`src/mesc_pkg.sv`:
```
package mesc_pkg;

   localparam int ENTITY_SCAN_LIMIT  = 33;
   localparam int NUMERIC_DIGITS_MAX = 8;
   localparam int BUF_DEPTH          = ENTITY_SCAN_LIMIT + 1;
   localparam int ROM_SIZE           = 51;
   localparam int NAME_MAX           = 6;
   localparam int MEM_AW             = 6;
   localparam int MEM_DEPTH          = 1 << MEM_AW;
   localparam int REQQ_DEPTH         = 2;
   localparam int RSPQ_DEPTH         = 4;

   localparam logic [7:0] CH_AMP    = 8'h26;
   localparam logic [7:0] CH_BSLASH = 8'h5C;
   localparam logic [7:0] CH_SEMI   = 8'h3B;
   localparam logic [7:0] CH_HASH   = 8'h23;

   // byte classes
   localparam logic [2:0] CLS_PLAIN  = 3'd0;
   localparam logic [2:0] CLS_PUNCT  = 3'd1;
   localparam logic [2:0] CLS_BSLASH = 3'd2;
   localparam logic [2:0] CLS_AMP    = 3'd3;
   localparam logic [2:0] CLS_SEMI   = 3'd4;

   typedef struct packed {
      logic [7:0] text_byte;
      logic       end_of_text;
      logic [2:0] cls;
   } item_type;

   typedef struct packed {
      logic [7:0] out_byte;
      logic       text_done;
      logic       run_last;
   } rsp_type;

   typedef struct packed {
      logic [47:0] name;   // left aligned, first char in the top byte
      logic [2:0]  nlen;
      logic [1:0]  vlen;
      logic [23:0] val;    // first byte in the top byte
   } entry_type;

   function automatic logic [2:0] classify(input logic [7:0] b);
      logic [2:0] c;
      begin
         if (b == CH_BSLASH) c = CLS_BSLASH;
         else if (b == CH_AMP) c = CLS_AMP;
         else if (b == CH_SEMI) c = CLS_SEMI;
         else if (b inside {[8'h21:8'h2F], [8'h3A:8'h40], [8'h5B:8'h60], [8'h7B:8'h7E]})
            c = CLS_PUNCT;
         else c = CLS_PLAIN;
         return c;
      end
   endfunction

   function automatic entry_type rom_entry(input logic [5:0] k);
      entry_type e;
      begin
         case (k)
            6'd0:  e = '{"amp", 3'd3, 2'd1, 24'h260000};
            6'd1:  e = '{"lt", 3'd2, 2'd1, 24'h3C0000};
            6'd2:  e = '{"gt", 3'd2, 2'd1, 24'h3E0000};
            6'd3:  e = '{"quot", 3'd4, 2'd1, 24'h220000};
            6'd4:  e = '{"apos", 3'd4, 2'd1, 24'h270000};
            6'd5:  e = '{"nbsp", 3'd4, 2'd2, 24'hC2A000};
            6'd6:  e = '{"copy", 3'd4, 2'd2, 24'hC2A900};
            6'd7:  e = '{"reg", 3'd3, 2'd2, 24'hC2AE00};
            6'd8:  e = '{"trade", 3'd5, 2'd3, 24'hE284A2};
            6'd9:  e = '{"hellip", 3'd6, 2'd3, 24'hE280A6};
            6'd10: e = '{"mdash", 3'd5, 2'd3, 24'hE28094};
            6'd11: e = '{"ndash", 3'd5, 2'd3, 24'hE28093};
            6'd12: e = '{"lsquo", 3'd5, 2'd3, 24'hE28098};
            6'd13: e = '{"rsquo", 3'd5, 2'd3, 24'hE28099};
            6'd14: e = '{"ldquo", 3'd5, 2'd3, 24'hE2809C};
            6'd15: e = '{"rdquo", 3'd5, 2'd3, 24'hE2809D};
            6'd16: e = '{"laquo", 3'd5, 2'd2, 24'hC2AB00};
            6'd17: e = '{"raquo", 3'd5, 2'd2, 24'hC2BB00};
            6'd18: e = '{"deg", 3'd3, 2'd2, 24'hC2B000};
            6'd19: e = '{"plusmn", 3'd6, 2'd2, 24'hC2B100};
            6'd20: e = '{"times", 3'd5, 2'd2, 24'hC39700};
            6'd21: e = '{"divide", 3'd6, 2'd2, 24'hC3B700};
            6'd22: e = '{"frac12", 3'd6, 2'd2, 24'hC2BD00};
            6'd23: e = '{"micro", 3'd5, 2'd2, 24'hC2B500};
            6'd24: e = '{"para", 3'd4, 2'd2, 24'hC2B600};
            6'd25: e = '{"sect", 3'd4, 2'd2, 24'hC2A700};
            6'd26: e = '{"dagger", 3'd6, 2'd3, 24'hE280A0};
            6'd27: e = '{"bull", 3'd4, 2'd3, 24'hE280A2};
            6'd28: e = '{"larr", 3'd4, 2'd3, 24'hE28690};
            6'd29: e = '{"rarr", 3'd4, 2'd3, 24'hE28692};
            6'd30: e = '{"harr", 3'd4, 2'd3, 24'hE28694};
            6'd31: e = '{"auml", 3'd4, 2'd2, 24'hC3A400};
            6'd32: e = '{"ouml", 3'd4, 2'd2, 24'hC3B600};
            6'd33: e = '{"uuml", 3'd4, 2'd2, 24'hC3BC00};
            6'd34: e = '{"szlig", 3'd5, 2'd2, 24'hC39F00};
            6'd35: e = '{"eacute", 3'd6, 2'd2, 24'hC3A900};
            6'd36: e = '{"egrave", 3'd6, 2'd2, 24'hC3A800};
            6'd37: e = '{"agrave", 3'd6, 2'd2, 24'hC3A000};
            6'd38: e = '{"ccedil", 3'd6, 2'd2, 24'hC3A700};
            6'd39: e = '{"euro", 3'd4, 2'd3, 24'hE282AC};
            6'd40: e = '{"pound", 3'd5, 2'd2, 24'hC2A300};
            6'd41: e = '{"yen", 3'd3, 2'd2, 24'hC2A500};
            6'd42: e = '{"cent", 3'd4, 2'd2, 24'hC2A200};
            6'd43: e = '{"AElig", 3'd5, 2'd2, 24'hC38600};
            6'd44: e = '{"Dagger", 3'd6, 2'd3, 24'hE280A1};
            6'd45: e = '{"Auml", 3'd4, 2'd2, 24'hC38400};
            6'd46: e = '{"Ouml", 3'd4, 2'd2, 24'hC39600};
            6'd47: e = '{"Uuml", 3'd4, 2'd2, 24'hC39C00};
            6'd48: e = '{"ge", 3'd2, 2'd3, 24'hE289A5};
            6'd49: e = '{"le", 3'd2, 2'd3, 24'hE289A4};
            6'd50: e = '{"ne", 3'd2, 2'd3, 24'hE289A0};
            default: e = '{48'd0, 3'd7, 2'd0, 24'd0};  // length 7 never matches
         endcase
         e.name = e.name << (8 * (NAME_MAX - int'(e.nlen)));
         return e;
      end
   endfunction

endpackage

```
`src/mesc_front.sv`:
```
module mesc_front (
   input  logic               clock,
   input  logic               reset,
   input  logic               push,
   output logic               full,
   input  logic [7:0]         text_byte,
   input  logic               end_of_text,
   output logic               item_valid,
   output mesc_pkg::item_type item,
   input  logic               item_pop
);

   localparam int PW = $clog2(mesc_pkg::REQQ_DEPTH);

   mesc_pkg::item_type        slot_ff [mesc_pkg::REQQ_DEPTH];
   logic [PW-1:0]             wr_ff, wr_in, rd_ff, rd_in;
   logic [PW:0]               cnt_ff, cnt_in;
   logic                      do_push, do_pop;

   assign full       = (cnt_ff == (PW+1)'(mesc_pkg::REQQ_DEPTH));
   assign item_valid = (cnt_ff != '0);
   assign item       = slot_ff[rd_ff];
   assign do_push    = push && !full;
   assign do_pop     = item_pop && item_valid;

   always_comb begin
      wr_in  = do_push ? wr_ff + 1'b1 : wr_ff;
      rd_in  = do_pop ? rd_ff + 1'b1 : rd_ff;
      cnt_in = cnt_ff + (PW+1)'(do_push) - (PW+1)'(do_pop);
   end

   always_ff @(posedge clock) begin
      if (reset) begin
         wr_ff  <= '0;
         rd_ff  <= '0;
         cnt_ff <= '0;
      end else begin
         wr_ff  <= wr_in;
         rd_ff  <= rd_in;
         cnt_ff <= cnt_in;
      end
   end

   // classification is done on the way in
   always_ff @(posedge clock) begin
      if (do_push) begin
         slot_ff[wr_ff] <= '{text_byte, end_of_text, mesc_pkg::classify(text_byte)};
      end
   end

endmodule

```
`src/mesc_rsp_fifo.sv`:
```
module mesc_rsp_fifo (
   input  logic              clock,
   input  logic              reset,
   input  logic              wr_en,
   input  mesc_pkg::rsp_type wr_data,
   output logic              full,
   output logic              empty,
   input  logic              pop,
   output mesc_pkg::rsp_type rd_data
);

   localparam int PW = $clog2(mesc_pkg::RSPQ_DEPTH);

   mesc_pkg::rsp_type slot_ff [mesc_pkg::RSPQ_DEPTH];
   logic [PW-1:0]     wr_ff, wr_in, rd_ff, rd_in;
   logic [PW:0]       cnt_ff, cnt_in;
   logic              do_wr, do_rd;

   assign full    = (cnt_ff == (PW+1)'(mesc_pkg::RSPQ_DEPTH));
   assign empty   = (cnt_ff == '0);
   assign rd_data = slot_ff[rd_ff];
   assign do_wr   = wr_en && !full;
   assign do_rd   = pop && !empty;

   always_comb begin
      wr_in  = do_wr ? wr_ff + 1'b1 : wr_ff;
      rd_in  = do_rd ? rd_ff + 1'b1 : rd_ff;
      cnt_in = cnt_ff + (PW+1)'(do_wr) - (PW+1)'(do_rd);
   end

   always_ff @(posedge clock) begin
      if (reset) begin
         wr_ff  <= '0;
         rd_ff  <= '0;
         cnt_ff <= '0;
      end else begin
         wr_ff  <= wr_in;
         rd_ff  <= rd_in;
         cnt_ff <= cnt_in;
      end
   end

   always_ff @(posedge clock) begin
      if (do_wr) begin
         slot_ff[wr_ff] <= wr_data;
      end
   end

endmodule

```
`src/mesc_engine.sv`:
```
module mesc_engine (
   input  logic               clock,
   input  logic               reset,
   input  logic               item_valid,
   input  mesc_pkg::item_type item,
   output logic               item_pop,
   input  logic               rsp_full,
   output logic               rsp_push,
   output mesc_pkg::rsp_type  rsp_data
);

   localparam int AW = mesc_pkg::MEM_AW;
   localparam int RS = mesc_pkg::ROM_SIZE;

   localparam logic [2:0] S_IDLE  = 3'd0;
   localparam logic [2:0] S_FETCH = 3'd1;
   localparam logic [2:0] S_FEED  = 3'd2;
   localparam logic [2:0] S_EMIT  = 3'd3;
   localparam logic [2:0] S_END   = 3'd4;

   // stream memory: the held reference and the bytes still to replay
   logic [7:0]    mem [mesc_pkg::MEM_DEPTH];
   logic [7:0]    rd_ff;

   logic [2:0]    state_ff, state_in;
   logic [AW-1:0] wp_ff, wp_in, p_ff, p_in, bstart_ff, bstart_in;
   logic [5:0]    fill_ff, fill_in;
   logic          bs_ff, bs_in, last_ff, last_in;
   logic          isnum_ff, isnum_in, hexm_ff, hexm_in, bad_ff, bad_in;
   logic [3:0]    ndig_ff, ndig_in;
   logic [31:0]   cp_ff, cp_in;
   logic [RS-1:0] match_ff, match_in;
   logic [23:0]   ebuf_ff, ebuf_in;
   logic [1:0]    ecnt_ff, ecnt_in;
   logic [7:0]    hold_ff, hold_in;
   logic          holdv_ff, holdv_in;

   logic          feed;
   logic [7:0]    fb;
   logic [2:0]    fcls;
   logic [AW-1:0] fpos, p_after, p_base, wp_next;
   logic [7:0]    el [4];
   logic [2:0]    en;
   logic          fail, go, hit, dig_ok;
   logic [5:0]    fill_new;
   logic [2:0]    j;
   logic [3:0]    d;
   logic [34:0]   u8;
   logic          emit_v;
   logic [7:0]    emit_b;
   logic          finish;
   mesc_pkg::entry_type ent;

   function automatic logic [34:0] utf8(input logic [31:0] cp_raw);
      logic [31:0] c;
      logic [31:0] b;
      logic [2:0]  n;
      begin
         c = cp_raw;
         if (c == 32'd0 || c > 32'h10FFFF || (c >= 32'hD800 && c <= 32'hDFFF)) c = 32'hFFFD;
         if (c < 32'h80) begin
            b = {c[7:0], 24'd0};
            n = 3'd1;
         end else if (c < 32'h800) begin
            b = {3'b110, c[10:6], 2'b10, c[5:0], 16'd0};
            n = 3'd2;
         end else if (c < 32'h10000) begin
            b = {4'b1110, c[15:12], 2'b10, c[11:6], 2'b10, c[5:0], 8'd0};
            n = 3'd3;
         end else begin
            b = {5'b11110, c[20:18], 2'b10, c[17:12], 2'b10, c[11:6], 2'b10, c[5:0]};
            n = 3'd4;
         end
         return {b, n};
      end
   endfunction

   always_comb begin
      state_in  = state_ff;
      wp_in     = wp_ff;
      p_in      = p_ff;
      bstart_in = bstart_ff;
      fill_in   = fill_ff;
      bs_in     = bs_ff;
      last_in   = last_ff;
      isnum_in  = isnum_ff;
      hexm_in   = hexm_ff;
      bad_in    = bad_ff;
      ndig_in   = ndig_ff;
      cp_in     = cp_ff;
      match_in  = match_ff;
      ebuf_in   = ebuf_ff;
      ecnt_in   = ecnt_ff;
      item_pop  = 1'b0;
      emit_v    = 1'b0;
      emit_b    = 8'd0;
      finish    = 1'b0;
      feed      = 1'b0;
      fb        = rd_ff;
      fcls      = mesc_pkg::classify(rd_ff);
      fpos      = p_ff - 1'b1;
      p_after   = p_ff;
      wp_next   = wp_ff;
      el        = '{default: 8'd0};
      en        = 3'd0;
      fail      = 1'b0;
      go        = 1'b1;
      hit       = 1'b0;
      dig_ok    = 1'b0;
      fill_new  = fill_ff + 6'd1;
      j         = 3'd0;
      d         = 4'd0;
      u8        = utf8(cp_ff);
      p_base    = p_ff;
      ent       = mesc_pkg::rom_entry(6'd0);

      case (state_ff)
         S_IDLE: begin
            if (item_valid && !rsp_full) begin
               item_pop = 1'b1;
               feed     = 1'b1;
               fb       = item.text_byte;
               fcls     = item.cls;
               fpos     = wp_ff;
               wp_next  = wp_ff + 1'b1;
               wp_in    = wp_next;
               p_after  = wp_next;
               last_in  = item.end_of_text;
            end
         end
         S_FETCH: begin
            p_in     = p_ff + 1'b1;
            state_in = S_FEED;
         end
         S_FEED: begin
            if (!rsp_full) feed = 1'b1;
         end
         S_EMIT: begin
            if (!rsp_full) begin
               emit_v  = 1'b1;
               emit_b  = ebuf_ff[23:16];
               ebuf_in = {ebuf_ff[15:0], 8'd0};
               ecnt_in = ecnt_ff - 2'd1;
               if (ecnt_ff == 2'd1) state_in = (p_ff == wp_ff) ? S_END : S_FETCH;
            end
         end
         S_END: begin
            if (!rsp_full) begin
               if (last_ff && fill_ff != 6'd0) begin
                  // open reference at end of text: give '&' and rescan the rest
                  emit_v   = 1'b1;
                  emit_b   = mesc_pkg::CH_AMP;
                  fill_in  = 6'd0;
                  p_in     = bstart_ff + 1'b1;
                  state_in = (bstart_ff + 1'b1 == wp_ff) ? S_END : S_FETCH;
               end else if (last_ff && bs_ff) begin
                  emit_v = 1'b1;
                  emit_b = mesc_pkg::CH_BSLASH;
                  bs_in  = 1'b0;
               end else begin
                  finish   = 1'b1;
                  state_in = S_IDLE;
               end
            end
         end
         default: state_in = S_IDLE;
      endcase

      if (feed) begin
         if (fill_ff != 6'd0) begin
            if (fcls == mesc_pkg::CLS_SEMI) begin
               if (fill_ff == 6'd1) begin
                  fail = 1'b1;
               end else if (isnum_ff) begin
                  if (!bad_ff && ndig_ff != 4'd0 &&
                      ndig_ff <= 4'(mesc_pkg::NUMERIC_DIGITS_MAX)) begin
                     el[0] = u8[34:27];
                     el[1] = u8[26:19];
                     el[2] = u8[18:11];
                     el[3] = u8[10:3];
                     en    = u8[2:0];
                  end else begin
                     fail = 1'b1;
                  end
               end else begin
                  for (int k = 0; k < RS; k++) begin
                     if (match_ff[k] &&
                         {3'd0, mesc_pkg::rom_entry(6'(k)).nlen} == fill_ff - 6'd1) begin
                        hit = 1'b1;
                        ent = mesc_pkg::rom_entry(6'(k));
                     end
                  end
                  if (hit) begin
                     el[0] = ent.val[23:16];
                     el[1] = ent.val[15:8];
                     el[2] = ent.val[7:0];
                     en    = {1'b0, ent.vlen};
                  end else begin
                     fail = 1'b1;
                  end
               end
               if (!fail) fill_in = 6'd0;
            end else begin
               // incremental decode of the body byte at index fill_ff
               if (fill_ff == 6'd1) isnum_in = (fb == mesc_pkg::CH_HASH);
               if (isnum_ff && fill_ff >= 6'd2) begin
                  if (fill_ff == 6'd2 && (fb == 8'h78 || fb == 8'h58)) begin
                     hexm_in = 1'b1;
                  end else begin
                     if (fb >= 8'h30 && fb <= 8'h39) begin
                        d      = 4'(fb - 8'h30);
                        dig_ok = 1'b1;
                     end else if (hexm_ff && fb >= 8'h61 && fb <= 8'h66) begin
                        d      = 4'(fb - 8'h57);
                        dig_ok = 1'b1;
                     end else if (hexm_ff && fb >= 8'h41 && fb <= 8'h46) begin
                        d      = 4'(fb - 8'h37);
                        dig_ok = 1'b1;
                     end
                     if (dig_ok) begin
                        cp_in   = hexm_ff ? {cp_ff[27:0], d}
                                          : (cp_ff << 3) + (cp_ff << 1) + {28'd0, d};
                        ndig_in = (ndig_ff == 4'd9) ? ndig_ff : ndig_ff + 4'd1;
                     end else begin
                        bad_in = 1'b1;
                     end
                  end
               end
               if (fill_ff <= 6'(mesc_pkg::NAME_MAX)) begin
                  j = 3'(fill_ff - 6'd1);
                  for (int k = 0; k < RS; k++) begin
                     match_in[k] = match_ff[k] && (mesc_pkg::rom_entry(6'(k)).nlen > j) &&
                                   (mesc_pkg::rom_entry(6'(k)).name[47 - 8*j -: 8] == fb);
                  end
               end else begin
                  match_in = '0;
               end
               if (fill_new == 6'(mesc_pkg::BUF_DEPTH)) fail = 1'b1;
               else fill_in = fill_new;
            end
         end else begin
            if (bs_ff) begin
               bs_in = 1'b0;
               en    = 3'd1;
               if (fcls != mesc_pkg::CLS_PLAIN) begin
                  el[0] = fb;
                  go    = 1'b0;
               end else begin
                  el[0] = mesc_pkg::CH_BSLASH;
               end
            end
            if (go) begin
               if (fcls == mesc_pkg::CLS_BSLASH) begin
                  bs_in = 1'b1;
               end else if (fcls == mesc_pkg::CLS_AMP) begin
                  bstart_in = fpos;
                  fill_in   = 6'd1;
                  isnum_in  = 1'b0;
                  hexm_in   = 1'b0;
                  bad_in    = 1'b0;
                  ndig_in   = 4'd0;
                  cp_in     = 32'd0;
                  match_in  = '1;
               end else if (en == 3'd0) begin
                  el[0] = fb;
                  en    = 3'd1;
               end else begin
                  el[1] = fb;
                  en    = 3'd2;
               end
            end
         end

         if (fail) begin
            // failed reference: give '&' and rescan from the byte after it
            el[0]   = mesc_pkg::CH_AMP;
            en      = 3'd1;
            fill_in = 6'd0;
            p_base  = bstart_ff + 1'b1;
         end else begin
            p_base = p_after;
         end

         if (en != 3'd0) begin
            emit_v = 1'b1;
            emit_b = el[0];
         end
         p_in = p_base;
         if (en > 3'd1) begin
            ebuf_in  = {el[1], el[2], el[3]};
            ecnt_in  = 2'(en - 3'd1);
            state_in = S_EMIT;
         end else begin
            state_in = (p_base == wp_next) ? S_END : S_FETCH;
         end
      end

      // one result is held back so the item's last one can be flagged
      hold_in  = hold_ff;
      holdv_in = holdv_ff;
      rsp_push = 1'b0;
      rsp_data = '{hold_ff, 1'b0, 1'b0};
      if (emit_v) begin
         rsp_push = holdv_ff;
         hold_in  = emit_b;
         holdv_in = 1'b1;
      end else if (finish) begin
         rsp_push = holdv_ff;
         rsp_data = '{hold_ff, last_ff, 1'b1};
         holdv_in = 1'b0;
      end
   end

   always_ff @(posedge clock) begin
      if (reset) begin
         state_ff <= S_IDLE;
         wp_ff    <= '0;
         p_ff     <= '0;
         fill_ff  <= '0;
         bs_ff    <= 1'b0;
         last_ff  <= 1'b0;
         ecnt_ff  <= '0;
         holdv_ff <= 1'b0;
      end else begin
         state_ff <= state_in;
         wp_ff    <= wp_in;
         p_ff     <= p_in;
         fill_ff  <= fill_in;
         bs_ff    <= bs_in;
         last_ff  <= last_in;
         ecnt_ff  <= ecnt_in;
         holdv_ff <= holdv_in;
      end
   end

   always_ff @(posedge clock) begin
      bstart_ff <= bstart_in;
      isnum_ff  <= isnum_in;
      hexm_ff   <= hexm_in;
      bad_ff    <= bad_in;
      ndig_ff   <= ndig_in;
      cp_ff     <= cp_in;
      match_ff  <= match_in;
      ebuf_ff   <= ebuf_in;
      hold_ff   <= hold_in;
   end

   always_ff @(posedge clock) begin
      if (item_pop) mem[wp_ff] <= item.text_byte;
      if (state_ff == S_FETCH) rd_ff <= mem[p_ff];
   end

   a_fill_range: assert property (@(posedge clock) disable iff (reset)
      fill_ff < 6'(mesc_pkg::BUF_DEPTH))
      else $error("reference buffer overfilled");

   a_idle_drained: assert property (@(posedge clock) disable iff (reset)
      (state_ff == S_IDLE) |-> (p_ff == wp_ff))
      else $error("idle with bytes left to scan");

   a_no_bs_in_ref: assert property (@(posedge clock) disable iff (reset)
      (fill_ff != 6'd0) |-> !bs_ff)
      else $error("backslash pending inside a reference");

   a_push_room: assert property (@(posedge clock) disable iff (reset)
      rsp_push |-> !rsp_full)
      else $error("result pushed into a full queue");

   a_idle_flushed: assert property (@(posedge clock) disable iff (reset)
      (state_ff == S_IDLE) |-> !holdv_ff)
      else $error("held result left over between items");

endmodule

```
`src/markdown_escape_entity_decoder_core.sv`:
```
// channel   ports                                       transfer when
// req       req_text_byte, req_end_of_text, push/full   push & !full
// rsp       rsp_out_byte, rsp_text_done, rsp_run_last   pop & !empty
//           empty/pop
// In the engine a plain byte is decoded, then its item is closed; each replayed
// byte is read from memory, then decoded; extra reference output bytes go out in S_EMIT.
// A failed reference rescans up to 33 held bytes from the stream memory.
// Reset is synchronous; the engine is ready right after reset.
// A full result queue stalls the engine; a 2-entry input queue keeps accepting until it is full.
module markdown_escape_entity_decoder_core (
   input  logic       clock,
   input  logic       reset,
   input  logic [7:0] req_text_byte,
   input  logic       req_end_of_text,
   input  logic       push,
   output logic       full,
   output logic [7:0] rsp_out_byte,
   output logic       rsp_text_done,
   output logic       rsp_run_last,
   output logic       empty,
   input  logic       pop
);

   mesc_pkg::item_type item;
   mesc_pkg::rsp_type  push_data, head;
   logic               item_valid, item_pop, q_full, q_push;

   mesc_front u_front (
      .clock       (clock),
      .reset       (reset),
      .push        (push),
      .full        (full),
      .text_byte   (req_text_byte),
      .end_of_text (req_end_of_text),
      .item_valid  (item_valid),
      .item        (item),
      .item_pop    (item_pop)
   );

   mesc_engine u_engine (
      .clock      (clock),
      .reset      (reset),
      .item_valid (item_valid),
      .item       (item),
      .item_pop   (item_pop),
      .rsp_full   (q_full),
      .rsp_push   (q_push),
      .rsp_data   (push_data)
   );

   mesc_rsp_fifo u_rsp (
      .clock   (clock),
      .reset   (reset),
      .wr_en   (q_push),
      .wr_data (push_data),
      .full    (q_full),
      .empty   (empty),
      .pop     (pop),
      .rd_data (head)
   );

   assign rsp_out_byte  = head.out_byte;
   assign rsp_text_done = head.text_done;
   assign rsp_run_last  = head.run_last;

endmodule

```
`config.mk`:
```
export PLATFORM = sky130hd
export DESIGN_NAME = markdown_escape_entity_decoder_core
export DESIGN_NICKNAME = d
export VERILOG_FILES = /design/src/mesc_pkg.sv /design/src/mesc_front.sv /design/src/mesc_rsp_fifo.sv /design/src/mesc_engine.sv /design/src/markdown_escape_entity_decoder_core.sv
export SDC_FILE = /design/constraint.sdc
export NUM_CORES = 1
export LEC_CHECK = 0
export ABC_AREA = 1
export CAP_MARGIN = 40
export CORE_MARGIN = 2
export CORE_UTILIZATION = 40
export DETAILED_ROUTE_END_ITERATION = 16
export DONT_BUFFER_PORTS = 1
export GPL_ROUTABILITY_DRIVEN = 0
export PLACE_DENSITY_LB_ADDON = 0.12
export REMOVE_ABC_BUFFERS = 1
export SLEW_MARGIN = 15
export SYNTH_ARGS = -nofsm -noshare
export SYNTH_HDL_FRONTEND = slang
export SYNTH_SLANG_ARGS = --single-unit
```
`constraint.sdc`:
```
create_clock -name clock -period 12.09 [get_ports clock]
set_clock_uncertainty 0.1 [all_clocks]
set_input_delay 1.8135 -clock clock [delete_from_list [all_inputs] [get_ports clock]]
set_output_delay 1.8135 -clock clock [all_outputs]
set_load 0.02 [all_outputs]
```
==> Flow_metrics.wiki, run 1 <==
{| class="wikitable"
! Metric !! Value
|-
| Root buf cell || clkbuf_16
|-
| Die area || 0.0993 mm²
|-
| Main combinational cell family by area after synthesis || simple AND/OR/NAND/NOR gates
|-
| Number of vias after detailed routing || 29,973
|-
| Aggregate global routing overflow || 0
|-
| Y dimension of the die || 315 µm
|-
| Power density over the cells || 284 mW/mm²
|-
| Largest net degree at the start of global routing || 141
|-
| Area fraction of the dominant cell type after synthesis || 0.534
|-
| CP max FO || 32
|-
| Fraction of the mapped netlist area in compound gates || 0.152
|-
| Largest stage delay, worst path || 690 ps
|-
| Final Hold Viols || 0
|-
| Post-synthesis sequential area ratio || 0.567
|-
| Cell with the most instances on the worst path || nand2_1
|-
| Number of clock buffers inserted by TritonCTS || 83
|-
| Post-synthesis simple-gate area fraction || 0.170
|-
| Routed length per instance || 22.4 µm
|-
| CP Launch Type || flop
|-
| HP Class || flop to flop
|-
| Max-slew headroom at the worst pin || 0.378
|-
| Antenna violations before repair || 0
|-
| Clock edge transition at the registers on the reported setup and hold paths || 60 ps
|-
| Worst min-delay path startpoint || u_engine.ebuf_ff[6]
|-
| Utilization of the core after routing || 0.445
|-
| Synth Cell Area || 0.0387 mm²
|-
| CP max-delay cell || clkinv_1
|-
| Achievable clock frequency || 128 MHz
|-
| Synth Area in Adders || 0.0316
|-
| YS warnings || 0
|-
| Clock latency on the worst-skew pair || 660 ps
|-
| GR Util All Layers || 0.235
|-
| Depth of the CTS H-tree || 3
|-
| Synth Instances || 3,963
|-
| Maximum Capacitance Violations || 0
|-
| Placement row count || 114
|-
| First-pass GRT wire length || 178 mm
|-
| Worst EP arrival || 8080 ps
|-
| Critical path required time || 12,380 ps
|-
| Fraction of layout instances using a drive strength above 1 || 0.0793
|-
| Number of global-route vias before repair || 28,545
|-
| Primary FF master, synth || edfxtp_1
|-
| Starting density of the core || 0.402
|-
| Endpoint kind of the worst setup timing path || flop
|-
| Number of DRC markers in iteration 0 || 3,142
|-
| Outcome || completed
|-
| Count of buffers from port buffering || 0
|-
| Top-count cell post-synth || edfxtp_1
|-
| Routed Antenna Nets || 0
|-
| Total number of nets in the final design || 4,030
|-
| Synth top cells by count || 688 x edfxtp_1, 579 x nor2_1, 491 x nand2_1, 441 x o21ai_0, 324 x inv_1
|-
| Fin Setup TNS || 0 ps
|-
| Fillcell total || 9,283
|-
| Area leader, netlist || edfxtp_1
|-
| WS Path Type || flop to flop
|-
| Count of distinct cell types in the synthesized netlist || 73
|-
| Pleak || 15.7 nW
|-
| Mux contribution to synthesized area || 0
|-
| Slew of the pin with the lowest slew margin || 931 ps
|-
| Post-detailed-route via-to-cell ratio || 5.70
|-
| Antenna diodes || 0
|-
| Clk buf depth || 3
|-
| Detailed Route WL || 118 mm
|-
| Worst supply voltage drop on vdd || 224 µV
|-
| EDFF count, synth || 688
|-
| HPWL Detailed || 77.1 mm
|-
| Hold-fix buffers, CTS || 0
|-
| Count of final max-slew check failures || 0
|-
| Remaining design rule violation count || 0
|-
| Finish-stage setup viols || 0
|-
| Post-Synthesis Mean Instance Area || 9.77 µm²
|-
| Number of setup buffers added after CTS || 0
|-
| Number of top-level pins || 25
|-
| Post-CTS Resized || 0
|-
| Top cells by area in the synthesized netlist || edfxtp_1 53%, o21ai_0 5.7%, nor2_1 5.6%, nand2_1 4.8%, dfxtp_1 3.3%
|-
| Die span in x || 315 µm
|-
| Placeable core region || 0.0963 mm²
|-
| Proportion of synthesized flip-flops having asynchronous set or reset || 0
|-
| Synthesis-to-layout area growth || 10.6%
|-
| TritonCTS clock tree || built
|-
| Clock net sink count || 752
|-
| Number of standard cells in the layout, taps in and fillers out || 5,263
|-
| Post-route minimum period || 7790 ps
|-
| Xor/xnor cell area share of the yosys netlist || 0.0247
|-
| Setup repair after global routing missed its margin || no
|-
| Placed cells || 5,108
|-
| Number of synthesized register bits || 752
|-
| Tcrit/Tclk final || 0.645
|-
| First-pass iteration count of the detailed router || 6
|}
## metrics by stage
| stage | area (µm²) | worst slack [ps] | power, mW | hold slack [ps] |
|---|---|---|---|---|
| after floorplan | 37900 | 1250 | 7.55 | 317 |
| after global placement | 39900 | 4550 | 9.59 | 337 |
| after detailed placement | 40100 | 4400 | 9.59 | 341 |
| after CTS | 42800 | 4360 | 12.1 | 350 |
| after global routing | 42800 | 3640 | 12.9 | 380 |
| final | 42800 | 4300 | 12.2 | 343 |
## kinds of logic (layout without fill, tap and decap cells)
| kind of cell | after synthesis | count (layout) |
|---|---|---|
| buf+inv | 544 | 568 |
| compound gates | 978 | 978 |
| xor+xnor | 109 | 109 |
| fa+ha+maj | 96 | 96 |
| simple gates | 1484 | 1484 |
| flops | 752 | 752 |
## critical path, delay by kind of cell (launching register included)
family	cells	cell delay, ps
AO/OA/AOI/OAI	11	2240
flip-flops	1	580
AND/OR/NAND/NOR	14	1750
adder cells (fa/ha/maj)	3	930
XOR/XNOR	1	140
buffers and inverters	7	1750
## layout make-up
type,instances,area [µm²],share of cell area
Sequential cell,752,21900,0.513
Multi-Input combinational cell,2667,14700,0.343
Clock buffer,108,2230,0.0522
Tap cell,1276,1600,0.0373
Inverter,354,1350,0.0314
Timing Repair Buffer,63,527,0.0123
Clock inverter,43,474,0.0111
## power breakdown
group / leakage [nW] / switching, mW / internal [mW]
combinational: 7.67 / 4.26 / 1.57
clock: 1.31 / 1.07 / 1.46
sequential: 6.72 / 0.289 / 3.52
total: 15.7 / 5.62 / 6.56
## registers in the layout, indices dropped and copies added, names as in the netlist, 2 cells and up, named ones only
| signal | flops |
|---|---|
| u_rsp.cnt_ff | 3 |
| u_engine.match_ff | 51 |
| u_engine.cp_ff | 32 |
| u_engine.mem | 512 |
| u_rsp.slot_ff | 40 |
| u_engine.ebuf_ff | 24 |
| u_engine.rd_ff | 8 |
| u_engine.hold_ff | 8 |
| u_front.slot_ff | 24 |
| u_engine.bstart_ff | 6 |
| u_engine.ecnt_ff | 2 |
| u_engine.fill_ff | 6 |
| u_engine.state_ff | 3 |
| u_engine.p_ff | 6 |
| u_rsp.wr_ff | 2 |
| u_engine.wp_ff | 6 |
| u_engine.ndig_ff | 4 |
| u_front.cnt_ff | 2 |
| u_rsp.rd_ff | 2 |
## cell usage in the layout (no fill, tap or decap), types with 60 or more instances in the layout
master	n
a21oi_1	154
ha_1	93
o221ai_1	60
nor2_1	578
xor2_1	86
nand4_1	73
edfxtp_1	688
nand2_1	490
o22ai_1	106
inv_1	314
clkbuf_16	84
nand3_1	182
o21ai_0	440
dfxtp_1	61
## path summary, 6_finish.rpt
check,to,slack [ps],cells past startpoint
setup reg to reg,u_engine.cp_ff[28],4300,36
setup / recovery,u_engine.cp_ff[28],4300,36
hold reg to reg,u_engine.ebuf_ff[6],340,2
hold / removal,u_engine.ebuf_ff[6],340,2
## metal layers
layer	vias to the layer above	routed length [µm]	track usage
met4	0	4290	0.0835
met2	1117	55200	0.381
met1	14537	51400	0.322
met3	239	7190	0.0319
li1	14080	-	-
met5	-	0	0
No activity file was read; power rests on OpenSTA's default activity.
==> inputs of run 2 (changes only) <==
==> constraint.sdc (replaced) <==
create_clock -name clock -period 7.09 [get_ports clock]
set_clock_uncertainty 0.1 [all_clocks]
set_input_delay 1.0635 -clock clock [delete_from_list [all_inputs] [get_ports clock]]
set_output_delay 1.0635 -clock clock [all_outputs]
set_load 0.02 [all_outputs]
==> Flow_metrics.wiki, run 2 (synthesis gave the netlist of run 1 again) <==
{| class="wikitable"
! Metric !! Value
|-
| Fraction of layout instances using a drive strength above 1 || 0.0874 (+0.00819)
|-
| Clock net sink count || 752 (unchanged)
|-
| Depth of the CTS H-tree || 3 (unchanged)
|-
| Outcome || completed
|-
| Synthesis-to-layout area growth || 11.4%
|-
| PnR worst setup slack || 724 ps (-3570 ps)
|-
| Setup repair after global routing missed its margin || no
|-
| Root buf cell || clkbuf_16
|-
| Pleak || 15.9 nW (+1.1%)
|-
| Worst supply voltage drop on vdd || 348 µV (+55%)
|-
| Final Hold Viols || 0 (unchanged)
|-
| Post-detailed-route via-to-cell ratio || 5.64 (-0.94%)
|-
| RR Endpoint || u_engine.cp_ff[28]
|-
| Source of the worst register-to-register timing path || u_engine.state_ff[2]
|-
| Power density over the cells || 487 mW/mm² (+71%)
|-
| Delay-heaviest family, CP || compound AO/OA/AOI/OAI gates
|-
| Worst min-delay path startpoint || u_engine.ebuf_ff[6]
|-
| Placement row count || 114 (unchanged)
|-
| Regs by FF count || u_engine.mem (512), u_engine.match_ff (51), u_rsp.slot_ff (40)
|-
| GR Util All Layers || 0.235 (+0.000306)
|-
| Utilization of the core after routing || 0.448 (+0.00317)
|-
| Endpoint kind of the worst setup timing path || flop
|-
| Hold-fix buffers, CTS || 0 (unchanged)
|-
| Number of standard cells in the layout, taps in and fillers out || 5,290 (+0.51%)
|-
| Routed length per instance || 22.4 µm (about the same)
|-
| Flop2flop setup slack || 720 ps (-3570 ps)
|-
| Slew of the pin with the lowest slew margin || 923 ps (-7.46 ps)
|-
| HP Class || flop to flop
|-
| Count of final max-slew check failures || 0 (unchanged)
|-
| TritonCTS clock tree || built
|-
| Flip-flop count of the largest register, all copies and words added || 512 (unchanged)
|-
| Number of cells traversed by the worst register-to-register path || 36 (unchanged)
|-
| Finish-stage setup viols || 0 (unchanged)
|-
| Area post-placement || 0.0402 mm² (+0.48%)
|-
| Worst EP arrival || 6670 ps (-1410 ps)
|-
| Placed cells || 5,130 (+0.43%)
|-
| Critical path required time || 7400 ps (-4980 ps)
|-
| Hold path depth || 2 (unchanged)
|-
| Maximum Capacitance Violations || 0 (unchanged)
|-
| Number of clock buffers inserted by TritonCTS || 85 (+2.4%)
|-
| Largest stage delay, worst path || 510 ps (-180 ps)
|-
| HPWL Detailed || 78.2 mm (+1.5%)
|-
| Antenna diodes || 0 (unchanged)
|-
| Fillcell total || 9,232 (-0.55%)
|-
| Launch point of the critical path || u_engine.state_ff[2]
|-
| Aggregate global routing overflow || 0 (unchanged)
|-
| Antenna violations before repair || 0 (unchanged)
|-
| CP Launch Type || flop
|-
| Number of vias after detailed routing || 29,845 (-0.43%)
|-
| Count of buffers from port buffering || 0 (unchanged)
|-
| Setup slack after placement || 284 ps (-4120 ps)
|-
| Achievable clock frequency || 157 MHz (+22%)
|-
| Number of global-route vias before repair || 28,131 (-1.5%)
|-
| Clock latency on the worst-skew pair || 670 ps (about the same)
|-
| Largest net degree at the start of global routing || 192 (+36%)
|-
| Number of DRC markers in iteration 0 || 3,220 (+2.5%)
|-
| Most common cell after layout, fill and taps aside || edfxtp_1
|-
| Starting density of the core || 0.402 (unchanged)
|-
| Placeable core region || 0.0963 mm² (unchanged)
|-
| Remaining design rule violation count || 0 (unchanged)
|-
| CP max-delay cell || a2111oi_0
|-
| WS Path Type || flop to flop
|-
| Non-Filler Cell Area, Final || 0.0431 mm² (+0.71%)
|-
| Clock edge transition at the registers on the reported setup and hold paths || 60 ps (about the same)
|-
| Y dimension of the die || 315 µm (unchanged)
|-
| Total number of nets in the final design || 4,058 (+0.69%)
|-
| Number of setup buffers added after CTS || 0 (unchanged)
|-
| Die area || 0.0993 mm² (unchanged)
|-
| First-pass iteration count of the detailed router || 7 (+1)
|-
| Post-route minimum period || 6370 ps (-1430 ps)
|-
| CP bufs+invs || 8 (+1)
|-
| Commonest non-fill, non-tap cells in the layout || 688 x edfxtp_1, 577 x nor2_1, 490 x nand2_1
|-
| Cell with the most instances on the worst path || inv_1
|-
| Fin Setup TNS || 0 ps (unchanged)
|-
| Die span in x || 315 µm (unchanged)
|-
| Largest reg by FF count || u_engine.mem
|-
| Detailed Route WL || 119 mm (+0.50%)
|-
| Number of top-level pins || 25 (unchanged)
|-
| CP max FO || 8 (-75%)
|-
| Tcrit/Tclk final || 0.898 (+0.253)
|-
| Hold Path Sink || u_engine.ebuf_ff[6]
|-
| Max-slew headroom at the worst pin || 0.385 (+0.00671)
|-
| Routed Antenna Nets || 0 (unchanged)
|-
| First-pass GRT wire length || 177 mm (-0.36%)
|-
| Clk buf depth || 3 (unchanged)
|-
| Post-CTS Resized || 0 (unchanged)
|}
[run 2: where the power goes]
group          switching, mW  leakage [nW]  internal, mW
logic                   7.31          7.82          2.81
registers              0.492          6.72          6.01
clock network           1.86          1.34          2.50
total                   9.67          15.9          11.3
[run 2: metrics by stage]
stage	hold slack [ps]	power (mW)
3_3_place_gp	337	16.4
4_1_cts	346	20.9
6_report	340	21.0
5_1_grt	352	22.2
3_5_place_dp	340	16.5
2_1_floorplan	317	12.9
[run 2: area by class of cell]
type                    instances  area, µm²  area share
clock inverters                41        437      0.0101
multi-input cells            2667      14700       0.341
inverters                     354       1350      0.0312
flip-flops and latches        752      21900       0.509
repair buffers                 89        768      0.0178
well taps                    1276       1600      0.0370
clock buffers                 111       2310      0.0536
[run 2: worst max path at each step]
| stage | end | cells past startpoint |
|---|---|---|
| floorplan | u_engine.bstart_ff[4] | 6 |
| global placement | u_engine.cp_ff[28] | 34 |
| detailed placement | u_engine.cp_ff[28] | 35 |
| CTS | u_engine.cp_ff[28] | 34 |
| global route | u_engine.cp_ff[28] | 40 |
| finish | u_engine.cp_ff[28] | 36 |
[run 2: per-layer routing]
layer  GRT usage  wire, µm  vias to the layer above
met5           0         0                        -
met4      0.0769      3800                        0
met3      0.0299      6710                      219
met2       0.386     56500                     1034
met1       0.322     51700                    14468
li1            -         -                    14124
[run 2: worst reg2reg max path, delay by kind of cell, from the launching register on]
kind                     cells  cell delay, ps
XOR/XNOR                     1             140
flip-flops                   1             340
adder cells (fa/ha/maj)      3             880
AO/OA/AOI/OAI               10            2340
AND/OR/NAND/NOR             14            1550
buffers and inverters        8             800
